`src/hw/rtl/ira_ram.sv`:
```
// ----------------------------------------------------------------------------
// ira_ram
// generic single-write, single-read ram with registered read
// ----------------------------------------------------------------------------
`default_nettype none
module ira_ram #(
  parameter int WIDTH = 8,
  parameter int DEPTH = 16,
  localparam int AW = (DEPTH > 1) ? $clog2(DEPTH) : 1
) (
  input  wire logic             clk,
  input  wire logic             we,
  input  wire logic [AW-1:0]    waddr,
  input  wire logic [WIDTH-1:0] wdata,
  input  wire logic [AW-1:0]    raddr,
  output logic      [WIDTH-1:0] rdata
);
  logic [WIDTH-1:0] mem [DEPTH];
  always_ff @(posedge clk) begin
    if (we) begin
      mem[waddr] <= wdata;
    end
    rdata <= mem[raddr];
  end
endmodule
`default_nettype wire

```
`config.mk`:
```
export PLATFORM = sky130hd
export DESIGN_NAME = ira_ram
export DESIGN_NICKNAME = d
export VERILOG_FILES = /design/src/hw/rtl/ira_ram.sv
export SDC_FILE = /design/constraint.sdc
export NUM_CORES = 1
export LEC_CHECK = 0
export BUFFER_PORTS_ARGS = -buffer_cell sky130_fd_sc_hd__buf_2
export CAP_MARGIN = 40
export CORE_ASPECT_RATIO = 0.5
export CORE_UTILIZATION = 60
export CTS_CLUSTER_SIZE = 40
export DETAILED_ROUTE_END_ITERATION = 7
export PLACE_DENSITY = 0.84
export SLEW_MARGIN = 25
export SYNTH_ARGS = -nofsm -noshare
export SYNTH_HDL_FRONTEND = slang
export SYNTH_SLANG_ARGS = --single-unit
```
`constraint.sdc`:
```
create_clock -name clk -period 4.7 [get_ports clk]
set_input_delay 0.235 -clock clk [delete_from_list [all_inputs] [get_ports clk]]
set_output_delay 0.235 -clock clk [all_outputs]
set_load 0.02 [all_outputs]
```
---- After elaboration in Yosys (flattened, before gate mapping) ----
Memory sizes are Yosys's and may differ from the RTL's. A register that Yosys moved wholly into a read port is not among the register bits.
Cells that the tools add are included.
storage, ports and cells
  bits in registers ....................... 0
  memory bits (writable) .................. 128
  input port bits ......................... 18
  output and inout port bits .............. 8
  logic and storage cells ................. 3
  memories kept ........................... 1
cells by class
  mux-type cells .......................... 2
memories
  memory  words  bits a word  rd ports  clocked after memory_dff  wr ports  line  text
  mem     16     8            1         1                         1         18    logic [WIDTH-1:0] mem [DEPTH];
operator list
  kind    count
  $mux 1  2

---- Longest topological paths before layout ----
  depth in word-level cells ............... 2
  depth in mapped cells ................... 5
  depth with buffers taken out ............ 3

---- Least setup slack after synthesis ----
Ideal clock, no wire load.
  kind .................................... in2reg
  from .................................... input waddr[2]
  to ...................................... memory mem[0][0], enable pin
  setup time .............................. 0.383 ns
  arrival time ............................ 1.345 ns
  data required time ...................... 4.317 ns
  slack ................................... 2.972 ns
  cell stages on the path ................. 2
  path buffers ............................ 0
  cell sequence ........................... or3b_2 -> nor3_1
RTL lines
  item             line  text
  start, declared  13    input wire logic [AW-1:0] waddr,
  end, declared    18
No word-level cell before the write port.

==> impl_metrics.env <==
export IMPL_status="finished clean"
export IMPL_leakagePower_nw=2.05
export IMPL_syn_nets=247
export IMPL_p_seq_share_pct=50.1
export IMPL_ys_warn_count=0
export IMPL_pwr_share_clk_pct=44.9
export IMPL_maxCapViolCount=0
export IMPL_slew_viol_final=0
export IMPL_wl_met3_um=1260
export IMPL_first_pass_iters=5
export IMPL_finClkSkew_ns=0.0102
export IMPL_die_area_mm2=0.00898
export IMPL_reg2reg_depth=3
export IMPL_post_cts_buffers=0
export IMPL_setup_violations=0
export IMPL_final_util_pct=73.7
export IMPL_postSynth_asyncResetShare_pct=0
export IMPL_combPwrFrac_pct=5.0
export IMPL_placed_cell_area_mm2=0.00540
export IMPL_grt_max_degree=33
export IMPL_vdd_drop_max_uv=294
export IMPL_ant_nets=0
export IMPL_r2r_slack_ns=3.17
export IMPL_cp_startpoint="raddr[0]"
export IMPL_hold_viol_final=0
export IMPL_syn_area_per_cell_um2=22.5
export IMPL_coreArea_mm2=0.00814
export IMPL_cts_sinks=136
export IMPL_worstPathRequired_ns=4.99
export IMPL_yosys_most_used_dff="edfxtp_1"
export IMPL_fin_crit_ns=1.66
export IMPL_post_drt_wl_per_cell_um=27.9
export IMPL_clkTransAtPathRegs_ns=0.05
export IMPL_dr_first_iter_drc_count=369
export IMPL_place_congestion=0.777
export IMPL_grt_pass1_wl_um=15700
export IMPL_ioPinCount=26
export IMPL_slew_headroom_pct=46.4
export IMPL_met2_length_um=5100
export IMPL_finalWirelength_um=11200
export IMPL_criticalPathCategory="in2reg"
export IMPL_drc=0
export IMPL_synth_most_common_cell="edfxtp_1"
export IMPL_final_nets=295
export IMPL_syn2layout_area_growth_pct=16.6
export IMPL_grt_pass1_vias=2514
export IMPL_antenna_found_initial=0
export IMPL_min_path_type="in2reg"
export IMPL_intPower_w=0.00218
export IMPL_crit_path_end_kind="flop"
export IMPL_dp_hpwl_um=6250
export IMPL_root_buffer="clkbuf_16"
export IMPL_worstMarginPinSlew_ns=0.800
export IMPL_die_w_um=133
export IMPL_n_antenna_cell=0
export IMPL_reg2reg_to="rdata[4]"
export IMPL_highest_layer="met4"
export IMPL_grt_overflow=0
export IMPL_power_density_mw_per_mm2=455
export IMPL_fin_crit_sh_pct=35.3
export IMPL_yosysTopAreaCell="edfxtp_1"
export IMPL_p_switching_w=0.000549
export IMPL_tns_ns=0
export IMPL_syn_cell_area_mm2=0.00515
export IMPL_synth_cell_types=19
export IMPL_ys_top_cells_by_count="128 x edfxtp_1, 18 x mux4_2, 16 x a22oi_1"
export IMPL_syn_inst=229
export IMPL_start_util_pct=63.2
export IMPL_io_buffer_count=25
export IMPL_num_vias=2661
export IMPL_arrival_ns=1.95
export IMPL_cts_resized=0
export IMPL_floorplan_rows=23
export IMPL_drt_met1_wl_um=4540
export IMPL_crit_end="rdata[4]"
export IMPL_swShare_pct=20.1
export IMPL_insertion_delay_ns=0.42
export IMPL_h_tree_depth=4
export IMPL_rsz0062_at_grt="no"
export IMPL_holdBufCountCts=0
export IMPL_design_area_mm2=0.00600
export IMPL_ys_top_cells_by_area="edfxtp_1 75%, mux4_2 7.9%, mux4_1 7.1%"
export IMPL_grt_use_total_pct=26.9
export IMPL_synth_seq_cells=136
export IMPL_synth_top_area_share_pct=74.7
export IMPL_via_per_inst=6.62
export IMPL_cp_max_fo=19
export IMPL_synth_edf_count=128
export IMPL_die_h_um=67.5
export IMPL_numCtsBuffers=17
export IMPL_clockBufferDepth=2
export IMPL_start_kind="input pin"
export IMPL_drive_gt1_share_pct=29.3
export IMPL_cts_tree="done"
export IMPL_max_clock_freq_mhz=603
export IMPL_synth_seq_area_share_pct=77.8
export IMPL_r2r_start="mem[3][4]"
==> critical path, stage by stage <==
cell	delay (ns)
buf_2	0.40
buf_12	0.26
mux4_2	0.57
a22oi_1	0.38
nand2_1	0.09
==> how the worst min path moves through the flow <==
stage	start	to	slack, ns	cells past startpoint
6_report	wdata[1]	mem[7][1]	0.21	1
5_1_grt	wdata[3]	mem[15][3]	0.21	1
4_1_cts	wdata[1]	mem[7][1]	0.19	1
3_5_place_dp	wdata[1]	mem[7][1]	0.63	1
3_3_place_gp	wdata[3]	mem[12][3]	0.62	1
2_1_floorplan	wdata[0]	mem[0][0]	0.33	0
==> power by group through the flow <==
stage | combinational [W] | clock (W) | sequential, W
2_1_floorplan | 0.0000688 | 0 | 0.00140
3_3_place_gp | 0.000123 | 0 | 0.00139
3_5_place_dp | 0.000131 | 0 | 0.00139
4_1_cts | 0.000132 | 0.00124 | 0.00137
5_1_grt | 0.000144 | 0.00128 | 0.00137
6_report | 0.000136 | 0.00123 | 0.00137
==> cells by family (layout without fill, tap and decap cells) <==
family                 Yosys count  count (layout)  synth area share (%)
multiplexers                    32              32                  15.0
buffers and inverters           10              71                  1.68
AND/OR/NAND/NOR                 35              35                  3.18
AO/OA/AOI/OAI                   16              16                  2.33
flip-flops                     136             136                  77.8
==> state kept, by name (all words and copies together), names as in the netlist <==
| signal | flops |
|---|---|
| rdata | 8 |
| mem | 128 |
==> area by class of cell <==
cell class	instances	area, um^2
clock buffers	30	544
clock inverters	2	10.0
fillers	401	2140
multi-input cells	83	1060
flip-flops and latches	136	4000
well taps	112	140
repair buffers	39	243
==> routing by layer <==
metal | GRT usage (%) | vias up
met2 | 39.0 | 224
li1 | - | 1069
met3 | 10.7 | 31
met5 | 0 | -
met4 | 12.2 | 0
met1 | 36.5 | 1337
==> through the flow <==
step / hold WS, ns / setup WS (ns) / instances / total power (W)
2_1_floorplan: 0.334 / 2.97 / 229 / 0.00147
3_3_place_gp: 0.616 / 2.35 / 359 / 0.00151
3_5_place_dp: 0.631 / 2.64 / 363 / 0.00152
4_1_cts: 0.188 / 3.06 / 395 / 0.00274
5_1_grt: 0.206 / 2.93 / 402 / 0.00280
6_report: 0.211 / 3.04 / 402 / 0.00273
==> cells in the final DEF, fill, tap and decap left out, drive strengths merged <==
master	n
a22oi	16
and2	1
and2b	1
buf	37
clkbuf	32
clkinv	2
dfxtp	8
edfxtp	128
mux4	32
nand2	9
nand2b	2
nand3	1
nand3b	2
nor2	13
nor2b	1
nor3	4
or3b	1
No activity file was read; power rests on OpenSTA's default activity.
